$ cat src/rtl/sme_pkg.sv
// Package with shared types, opcodes and constants of the stack machine execute block.
`timescale 1ns / 1ps
`default_nettype none
package sme_pkg;

   localparam int StackDepthDefault = 64;
   localparam int DataWordsDefault  = 256;
   localparam int LabelCountDefault = 256;

   typedef enum logic [4:0] {
      OP_NOP   = 5'd0,
      OP_LOADI = 5'd1,
      OP_LOAD  = 5'd2,
      OP_STO   = 5'd3,
      OP_POP   = 5'd4,
      OP_ADD   = 5'd5,
      OP_SUB   = 5'd6,
      OP_MULT  = 5'd7,
      OP_DIV   = 5'd8,
      OP_BRF   = 5'd9,
      OP_BR    = 5'd10,
      OP_EQ    = 5'd11,
      OP_NOTEQ = 5'd12,
      OP_GT    = 5'd13,
      OP_LES   = 5'd14,
      OP_GE    = 5'd15,
      OP_LE    = 5'd16,
      OP_IN    = 5'd17,
      OP_OUT   = 5'd18
   } opcode_type;

   typedef enum logic [1:0] {
      ST_OK        = 2'd0,
      ST_UNDERFLOW = 2'd1,
      ST_OVERFLOW  = 2'd2,
      ST_DIVZERO   = 2'd3
   } status_type;

   typedef struct packed {
      logic [4:0]         opcode;
      logic signed [31:0] immediate;
      logic [7:0]         mem_address;
      logic [7:0]         label_number;
      logic signed [31:0] in_value;
   } req_type;

   typedef struct packed {
      logic               branch_taken;
      logic [7:0]         target_label;
      logic               out_valid;
      logic signed [31:0] out_value;
      logic [1:0]         status;
   } rsp_type;

   // Controller to datapath.
   typedef struct packed {
      logic capture;
      logic read_ops;
      logic div_start;
      logic execute;
      logic clear_step;
   } cmd_type;

   // Datapath to controller.
   typedef struct packed {
      logic clear_done;
      logic div_needed;
      logic div_done;
   } sts_type;

endpackage
`default_nettype wire

$ cat src/rtl/sme_controller.sv
// Controller state machine sequencing clear, capture, operand read, optional divide, execute and response.
`timescale 1ns / 1ps
`default_nettype none
module sme_controller (
   input  wire logic             clock,
   input  wire logic             reset,
   input  wire logic             req_valid,
   output logic                  req_ready,
   output logic                  rsp_valid,
   input  wire logic             rsp_ready,
   input  wire sme_pkg::sts_type sts,
   output sme_pkg::cmd_type      cmd
);

   typedef enum logic [6:0] {
      S_CLEAR = 7'b0000001,
      S_IDLE  = 7'b0000010,
      S_READ  = 7'b0000100,
      S_DECIDE = 7'b0001000,
      S_DIV   = 7'b0010000,
      S_EXEC  = 7'b0100000,
      S_RESP  = 7'b1000000
   } state_type;

   state_type state_ff, state_in;

   always_comb begin
      state_in = state_ff;
      cmd      = '0;
      case (state_ff)
         S_CLEAR: begin
            if (sts.clear_done) state_in = S_IDLE;
            else cmd.clear_step = 1'b1;
         end
         S_IDLE: begin
            cmd.capture = 1'b1;
            if (req_valid) state_in = S_READ;
         end
         S_READ: begin
            cmd.read_ops = 1'b1;
            state_in = S_DECIDE;
         end
         S_DECIDE: begin
            if (sts.div_needed) begin
               cmd.div_start = 1'b1;
               state_in = S_DIV;
            end else begin
               state_in = S_EXEC;
            end
         end
         S_DIV: begin
            if (sts.div_done) state_in = S_EXEC;
         end
         S_EXEC: begin
            cmd.execute = 1'b1;
            state_in = S_RESP;
         end
         S_RESP: begin
            if (rsp_ready) state_in = S_IDLE;
         end
         default: state_in = S_IDLE;
      endcase
   end

   always_ff @(posedge clock) begin
      if (reset) state_ff <= S_CLEAR;
      else state_ff <= state_in;
   end

   assign req_ready = (state_ff == S_IDLE);
   assign rsp_valid = (state_ff == S_RESP);

endmodule
`default_nettype wire

$ cat config.mk
export PLATFORM = sky130hd
export DESIGN_NAME = sme_controller
export DESIGN_NICKNAME = d
export VERILOG_FILES = /design/src/rtl/sme_pkg.sv /design/src/rtl/sme_controller.sv
export SDC_FILE = /design/constraint.sdc
export NUM_CORES = 1
export LEC_CHECK = 0
export BUFFER_PORTS_ARGS = -buffer_cell sky130_fd_sc_hd__buf_2
export CORE_AREA = 2 2 39 41
export CTS_CLUSTER_DIAMETER = 100
export CTS_CLUSTER_SIZE = 14
export DETAILED_ROUTE_END_ITERATION = 7
export DIE_AREA = 0 0 41 43
export GPL_TIMING_DRIVEN = 1
export PLACE_DENSITY = 0.57
export SLEW_MARGIN = 40
export SYNTH_ARGS = -nofsm -noshare
export SYNTH_HDL_FRONTEND = slang
export SYNTH_SLANG_ARGS = --single-unit
export TNS_END_PERCENT = 5
$ cat constraint.sdc
create_clock -name clock -period 1.6 [get_ports clock]
set_clock_uncertainty 0.15 [all_clocks]
set_input_delay 0.32 -clock clock [delete_from_list [all_inputs] [get_ports clock]]
set_output_delay 0.32 -clock clock [all_outputs]
set_load 0.05 [all_outputs]
## Word level (Yosys, flattened, before mapping)

Index checks and enable logic that the tools add are counted.

- Eq/ne operators: 11
- Reductions and logical operators: 1
- Muxes and demuxes: 13

Operators by type and width:

| operator | count |
|---|---|
| 7-bit case mux with 7 select lines | 1 |
| 7-bit 2-to-1 mux | 4 |
| 7-bit by 1-bit == test with 1-bit output, second input constant | 1 |
| 7-bit by 2-bit == test with 1-bit output, second input constant | 1 |
| 7-bit by 3-bit == test with 1-bit output, second input constant | 1 |
| 7-bit by 4-bit == test with 1-bit output, second input constant | 1 |
| 7-bit by 5-bit == test with 1-bit output, second input constant | 1 |
| 7-bit by 6-bit == test with 1-bit output, second input constant | 1 |
| 7-bit == test, second input constant | 1 |
| 1-bit 2-to-1 mux | 7 |
| 6-bit 2-to-1 mux | 1 |
| 2-bit != test, second input constant | 3 |
| 4-bit AND reduction | 1 |
| 2-bit by 1-bit != test with 1-bit output, second input constant | 1 |

- Register bits after elaboration: 7
- Output and inout port bits: 7
- Logic and storage cells: 26
- Input bits: 7

## Depth between registers and ports, before layout

Gate-level depths: netlist (run 1).

- Depth in word-level cells: 3
- Depth in mapped cells: 4
- Gate-level depth less buffers: 4

## Least setup slack after synthesis (run 1)

OpenSTA, ideal clock, no wires.

- Path type: reg-to-output
- Start point: register state_ff[5]
- End point: output cmd[0] (netlist name)
- Buffers on the path: 0
- Arrival time: 1903 ps
- Stages on the path, launching flop included: 3
- Data required time: 1130 ps
- Slack: -773 ps
- Cells stage by stage: dfxtp_1 > or3_1 > nor3_1

RTL lines:

| what | RTL line | text |
|---|---|---|
| start: declaration | sme_controller.sv:25 | `state_type state_ff, state_in;` |
| start signal: assignment | sme_controller.sv:67 | `else state_ff <= state_in;` |
| end: declaration | sme_controller.sv:12 | `output sme_pkg::cmd_type cmd` |

==> results of run 1 <==
## through the flow
stage / hold slack [ns] / TNS, ns / setup WS (ns)
2_1_floorplan: 0.232 / -0.717 / -0.122
3_3_place_gp: 0.405 / -1.05 / -0.173
3_5_place_dp: 0.401 / -1.21 / -0.189
4_1_cts: 0.135 / -2.04 / -0.353
5_1_grt: 0.146 / -2.46 / -0.398
6_report: 0.147 / -1.91 / -0.355
## cell usage in the layout, fill, tap and decap left out, drive strengths merged
cell type,count
o2bb2ai,1
a21o,1
nor3,4
a22oi,1
xor2,1
o211ai,1
nor4,1
and4bb,1
or3,1
buf,27
and2b,1
or2,1
a21oi,2
or3b,3
clkbuf,4
o21ai,2
nand2,4
and3,1
nand4,1
inv,3
nand2b,1
o22ai,1
or2b,1
nor2,8
nand3,2
a2111oi,1
dfxtp,7
nand3b,1
## critical path: stages, from the launching register on
cell and delay, ns:
dfxtp_1 0.31, or3_4 0.42, nor3_4 0.15, and3_1 0.20, buf_6 0.16
## metal layers
layer / share of wire, % / vias to the layer above / global-route usage (%) / routed length (µm)
met2: 52 / 11 / 25.0 / 621
met1: 43 / 236 / 20.8 / 509
met4: 0.59 / 0 / 8.00 / 7
li1: - / 251 / - / -
met3: 4.5 / 2 / 1.57 / 54
met5: 0 / - / 0 / 0
## power groups by stage
stage	clock network, mW	logic, mW	registers, mW
2_1_floorplan	0	0.0869	0.195
3_3_place_gp	0	0.143	0.191
3_5_place_dp	0	0.144	0.191
4_1_cts	0.165	0.159	0.187
5_1_grt	0.177	0.175	0.188
6_report	0.160	0.163	0.187
## kinds of logic (layout without fill, tap and decap cells)
family / count (synthesis) / count (layout) / share of synthesized area, %
xor+xnor: 1 / 1 / 2.08
compound gates: 10 / 10 / 17.2
flops: 7 / 7 / 33.2
simple gates: 31 / 31 / 41.3
buf+inv: 5 / 34 / 6.23
## area by class of cell
cell class	count	area, µm²
fill	131	623
multi-input combinational	42	330
timing repair buffer	27	226
sequential	7	146
clock buffer	4	26.3
tap	16	20.0
inverter	3	11.3
## final timing paths
| check | from | end | slack, ns | cells after the start |
|---|---|---|---|---|
| worst min-delay path | reset | state_ff[4]$_SDFFE_PP0P_ | 0.15 | 2 |
| worst max register to register | state_ff[4]$_SDFFE_PP0P_ | state_ff[1]$_SDFFE_PP0P_ | -0.06 | 4 |
| worst max-delay path | state_ff[2]$_SDFFE_PP0P_ | cmd[2] | -0.35 | 4 |
| worst min register to register | state_ff[6]$_SDFFE_PP0P_ | state_ff[3]$_SDFFE_PP0P_ | 0.45 | 3 |
## what timing repair did
| item | 4_1_cts | 5_1_grt |
|---|---|---|
| hold buffers | 0 | 0 |
| setup endpoints to repair | 11 | 11 |
| buffers inserted | 0 | 0 |
| pin swaps | 3 | 4 |
| resized for setup | 18 | 3 |
==> out/results.txt, run 1 <==
status - finished with violations
failing checks - setup timing
most frequent cell after synthesis - nor2_1
Synth cell types - 28
largest net degree at the start of global routing - 9
cell area after synthesis - 422 µm²
Rel. slew slack - 82.6%
fin crit period - 1.95 ns
Area Overhead vs Synth - 80.4%
share of cells above drive strength 1 - 51.8%
CTS tree - done
diodes inserted - 0
Critical Path Source Type - register
final wirelength - 1190 µm
prevailing post-synth register cell - dfxtp_1
Tightest Pin Transition - 0.258 ns
post-detail-place hpwl - 879 µm
Setup WS post-layout - -0.355 ns
GRT Overall Usage - 16.0%
maximum fanout along the worst path - 3
Synth Net Count - 61
WS Path Type - register to output pin
DR vias/cell - 5.05
synthesized area per cell - 7.81 µm²
clock power share - 31.4%
# setup viols final - 8
clock root buffer - clkbuf_4
CTS H-tree depth - 1
first-pass GRT wire length - 1930 µm
post-synth top area share - 33.2%
post-route ant nets - 0
Clock Tree Buf Depth - 2
area of the core - 1380 µm²
die height - 43 µm
vias - 500
Initial Utilization - 30.5%
Pre-Repair DR Iteration Count - 4
WL per Instance - 12.1 µm
Die Wd - 41 µm
P_leak - 0.332 nW
number of clock sinks - 7
Hold/Removal Path Class - input port to register
worst skew pair latency - 0.25 ns
area leader, netlist - dfxtp_1
Post-DP Area - 662 µm²
Final Wtd Congestion - 0.793
Switch Pwr - 154 µW
largest cells by area after synthesis - dfxtp_1 (33%), nor2_1 (7.1%), nor3_1 (4.7%)
Die Area - 1760 µm²
final worst path period share - 122%
unrepaired setup endpoints after global routing - true
CTS buffer count - 3
Slew Limit Fails - 0
number of max-cap violations - 0
Reg power frac - 36.7%
Post-synth EDFFs - 0
number of flip-flops in the largest register - 7
commonest cells in the netlist - nor2_1 (8), dfxtp_1 (7), nand2_1 (4), nor3_1 (4), inv_1 (3)
P per Cell Area - 670 nW/µm²
Sw Share - 30.3%
Remaining DRCs - 0
Largest regs - state_ff (7)
Biggest register - state_ff
DR iter-0 viols - 10
Site Rows - 14
IO Count - 14
vias in the first global route - 481
Non-Filler Instances - 99
sequential area share after synthesis - 33.2%
clk slew on worst S/H paths - 0.05 ns
initial antenna violation count - 0
CP Capture Type - output pin
number of register bits inferred by synthesis - 7
final core utilization - 55.0%
peak supply drop - 0.475 mV
combinational power share - 31.9%
crit path DAT - 1.48 ns
dpl cells - 95
asr flop ratio synth - 0%
internal power - 356 µW
Max Freq - 512 MHz
GR Overflow Total - 0
CP required - 1.13 ns
Overall Power - 510 µW
yosys warns - 0
design area - 761 µm²
Cells after Synth - 54
nets - 91
Hold Violations, Final - 0
Port-buffer cells - 13
Note: power is estimated with default switching activity, not from simulation.
==> run 2, diff against run 1 <==
- GPL_TIMING_DRIVEN: 1 -> 0
==> run 2 against run 1 <==
Against the previous run: the run still ends with setup timing left; sequential power increased by 3%; power decreased by 1.5%; non-clock buffer count decreased by 9; via count decreased by 11%; count of clock-buffer cells in the layout unchanged; final area decreased by 7.4%; critical path depth unchanged; sequential share of layout area increased by 2.4 points; first-iteration DRC count increased by 90%; routed wire length decreased by 11%; maximum frequency about the same; largest cell class unchanged; largest power group unchanged.
==> out/results.txt, run 2 (synthesis results as in run 1) <==
WHS Path Cells - 2 (unchanged)
WHS Endpoint - state_ff[6]$_SDFFE_PP0P_ (was state_ff[4]$_SDFFE_PP0P_)
dpl cells - 83 (was 95)
Hold Startpoint - reset (unchanged)
Pre-Repair DR Iteration Count - 4 (unchanged)
final worst path period share - 122% (about the same)
number of flip-flops in the largest register - 7 (unchanged)
Tightest Pin Transition - 0.312 ns (was 0.258 ns)
maximum fanout along the worst path - 7 (was 3)
Largest regs - state_ff (7) (unchanged)
number of clock sinks - 7 (unchanged)
largest net degree at the start of global routing - 9 (unchanged)
Die Area - 1760 µm² (unchanged)
clk slew on worst S/H paths - 0.05 ns (about the same)
crit path DAT - 1.48 ns (about the same)
commonest non-fill, non-tap cells in the layout - nor2_1 (8), buf_2 (6), buf_6 (5), nand2_1 (4), dfxtp_2 (4) (was buf_4 (13), nor2_1 (8), buf_6 (7), buf_2 (6))
GRT Overall Usage - 14.7% (was 16.0%)
Initial Utilization - 30.5% (unchanged)
Site Rows - 14 (unchanged)
Hold/Removal Path Class - input port to register (unchanged)
Non-Filler Instances - 90 (was 99)
Area Overhead vs Synth - 67.1% (was 80.4%)
Die Wd - 41 µm (unchanged)
r2r endpoint - state_ff[1]$_SDFFE_PP0P_ (unchanged)
Remaining DRCs - 0 (unchanged)
CTS H-tree depth - 1 (unchanged)
WS Path Type - register to output pin (unchanged)
vias - 447 (was 500)
share of cells above drive strength 1 - 50.0% (was 51.8%)
post-route ant nets - 0 (unchanged)
P_leak - 0.292 nW (was 0.332 nW)
dpl ws - -0.382 ns (was -0.189 ns)
DR vias/cell - 4.97 (was 5.05)
Overall Power - 502 µW (was 510 µW)
clock root buffer - clkbuf_4 (unchanged)
peak supply drop - 0.392 mV (was 0.475 mV)
Clock Tree Buf Depth - 2 (unchanged)
status - finished with violations (unchanged)
commonest non-fill, non-tap cell in the layout - nor2_1 (was buf_4)
unrepaired setup endpoints after global routing - true (unchanged)
failing checks - setup timing (unchanged)
Final Wtd Congestion - 0.709 (was 0.793)
setup TNS - -2.83 ns (was -1.91 ns)
worst r2r path cells - 6 (was 4)
DR iter-0 viols - 19 (was 10)
worst skew pair latency - 0.25 ns (about the same)
reg-to-reg startpoint - state_ff[2]$_SDFFE_PP0P_ (was state_ff[4]$_SDFFE_PP0P_)
# setup viols final - 11 (was 8)
IO Count - 14 (unchanged)
nets - 82 (was 91)
final core utilization - 50.9% (was 55.0%)
post-detail-place hpwl - 753 µm (was 879 µm)
Hold Violations, Final - 0 (unchanged)
Rel. slew slack - 79.2% (was 82.6%)
flop-to-flop setup slack - -0.25 ns (was -0.06 ns)
final wirelength - 1060 µm (was 1190 µm)
Critical Path Source Type - register (unchanged)
P per Cell Area - 713 nW/µm² (was 670 nW/µm²)
WL per Instance - 11.8 µm (was 12.1 µm)
Port-buffer cells - 13 (unchanged)
area of the core - 1380 µm² (unchanged)
initial antenna violation count - 0 (unchanged)
Slew Limit Fails - 0 (unchanged)
CP required - 1.13 ns (about the same)
Setup WS post-layout - -0.354 ns (was -0.355 ns)
CTS tree - done (unchanged)
die height - 43 µm (unchanged)
Max Freq - 512 MHz (about the same)
CTS buffer count - 3 (unchanged)
fin crit period - 1.95 ns (about the same)
first-pass GRT wire length - 1770 µm (was 1930 µm)
Biggest register - state_ff (unchanged)
GR Overflow Total - 0 (unchanged)
CP Capture Type - output pin (unchanged)
number of max-cap violations - 0 (unchanged)
vias in the first global route - 438 (was 481)
diodes inserted - 0 (unchanged)
-- run 2: changes by cell type in the layout (fill, tap and decap cells not counted), moves of 2 or more --
cell,previous run,this run
dfxtp_1,4,1
buf_6,7,5
buf_8,0,3
buf_4,13,3
dfxtp_2,2,4
-- run 2: cell type report --
| class | count | area, µm² |
|---|---|---|
| plain buffers | 1 | 15.0 |
| clock buffers | 4 | 26.3 |
| fillers | 126 | 679 |
| inverters | 3 | 11.3 |
| multi-input cells | 42 | 320 |
| flip-flops and latches | 7 | 153 |
| well taps | 16 | 20.0 |
| repair buffers | 17 | 159 |
-- run 2: routing by layer --
metal  track usage (%)  share of wire [%]  up-vias  wire length [µm]
li1                  -                  -      231                 -
met1              20.0                 45      199               479
met2              21.6                 50       17               524
met3              3.66                5.1        0                54
met4              6.00                  0        0                 0
met5                 0                  0        -                 0
-- run 2: report_power, final --
part | switching [mW] | internal (mW) | leakage [nW]
Sequential | 0.0139 | 0.180 | 0.0598
Combinational | 0.0726 | 0.0795 | 0.217
Clock | 0.0618 | 0.0949 | 0.0150
Total | 0.148 | 0.354 | 0.292
-- run 2: metrics by stage --
step                area [µm²]  hold WS, ns
floorplan                  485        0.232
global placement           571        0.398
detailed placement         571        0.386
CTS                        702        0.120
global route               704        0.135
finish                     704        0.134
-- run 2: worst max-delay path by stage --
stage | from | end | depth (start not counted)
3_5_place_dp | state_ff[5]$_SDFFE_PP0P_ | cmd[2] | 5
4_1_cts | state_ff[2]$_SDFFE_PP0P_ | cmd[2] | 4
2_1_floorplan | state_ff[5]$_SDFFE_PP0P_ | cmd[2] | 4
5_1_grt | state_ff[1]$_SDFFE_PP0P_ | cmd[2] | 4
3_3_place_gp | state_ff[5]$_SDFFE_PP0P_ | cmd[2] | 5
6_report | state_ff[3]$_SDFFE_PP0P_ | cmd[4] | 4
-- run 2: timing repair --
action                                  in CTS  in global routing
buffers inserted                             4                  0
pin swaps                                    9                  1
resized for setup                           24                  1
hold buffers                                 0                  0
endpoints found under the setup margin      11                 11
-- run 2: critical path: stages, from the launching register on --
cell,delay [ns]
dfxtp_4,0.37
nor4_4,0.32
and4bb_4,0.32
buf_8,0.10
buf_8,0.13
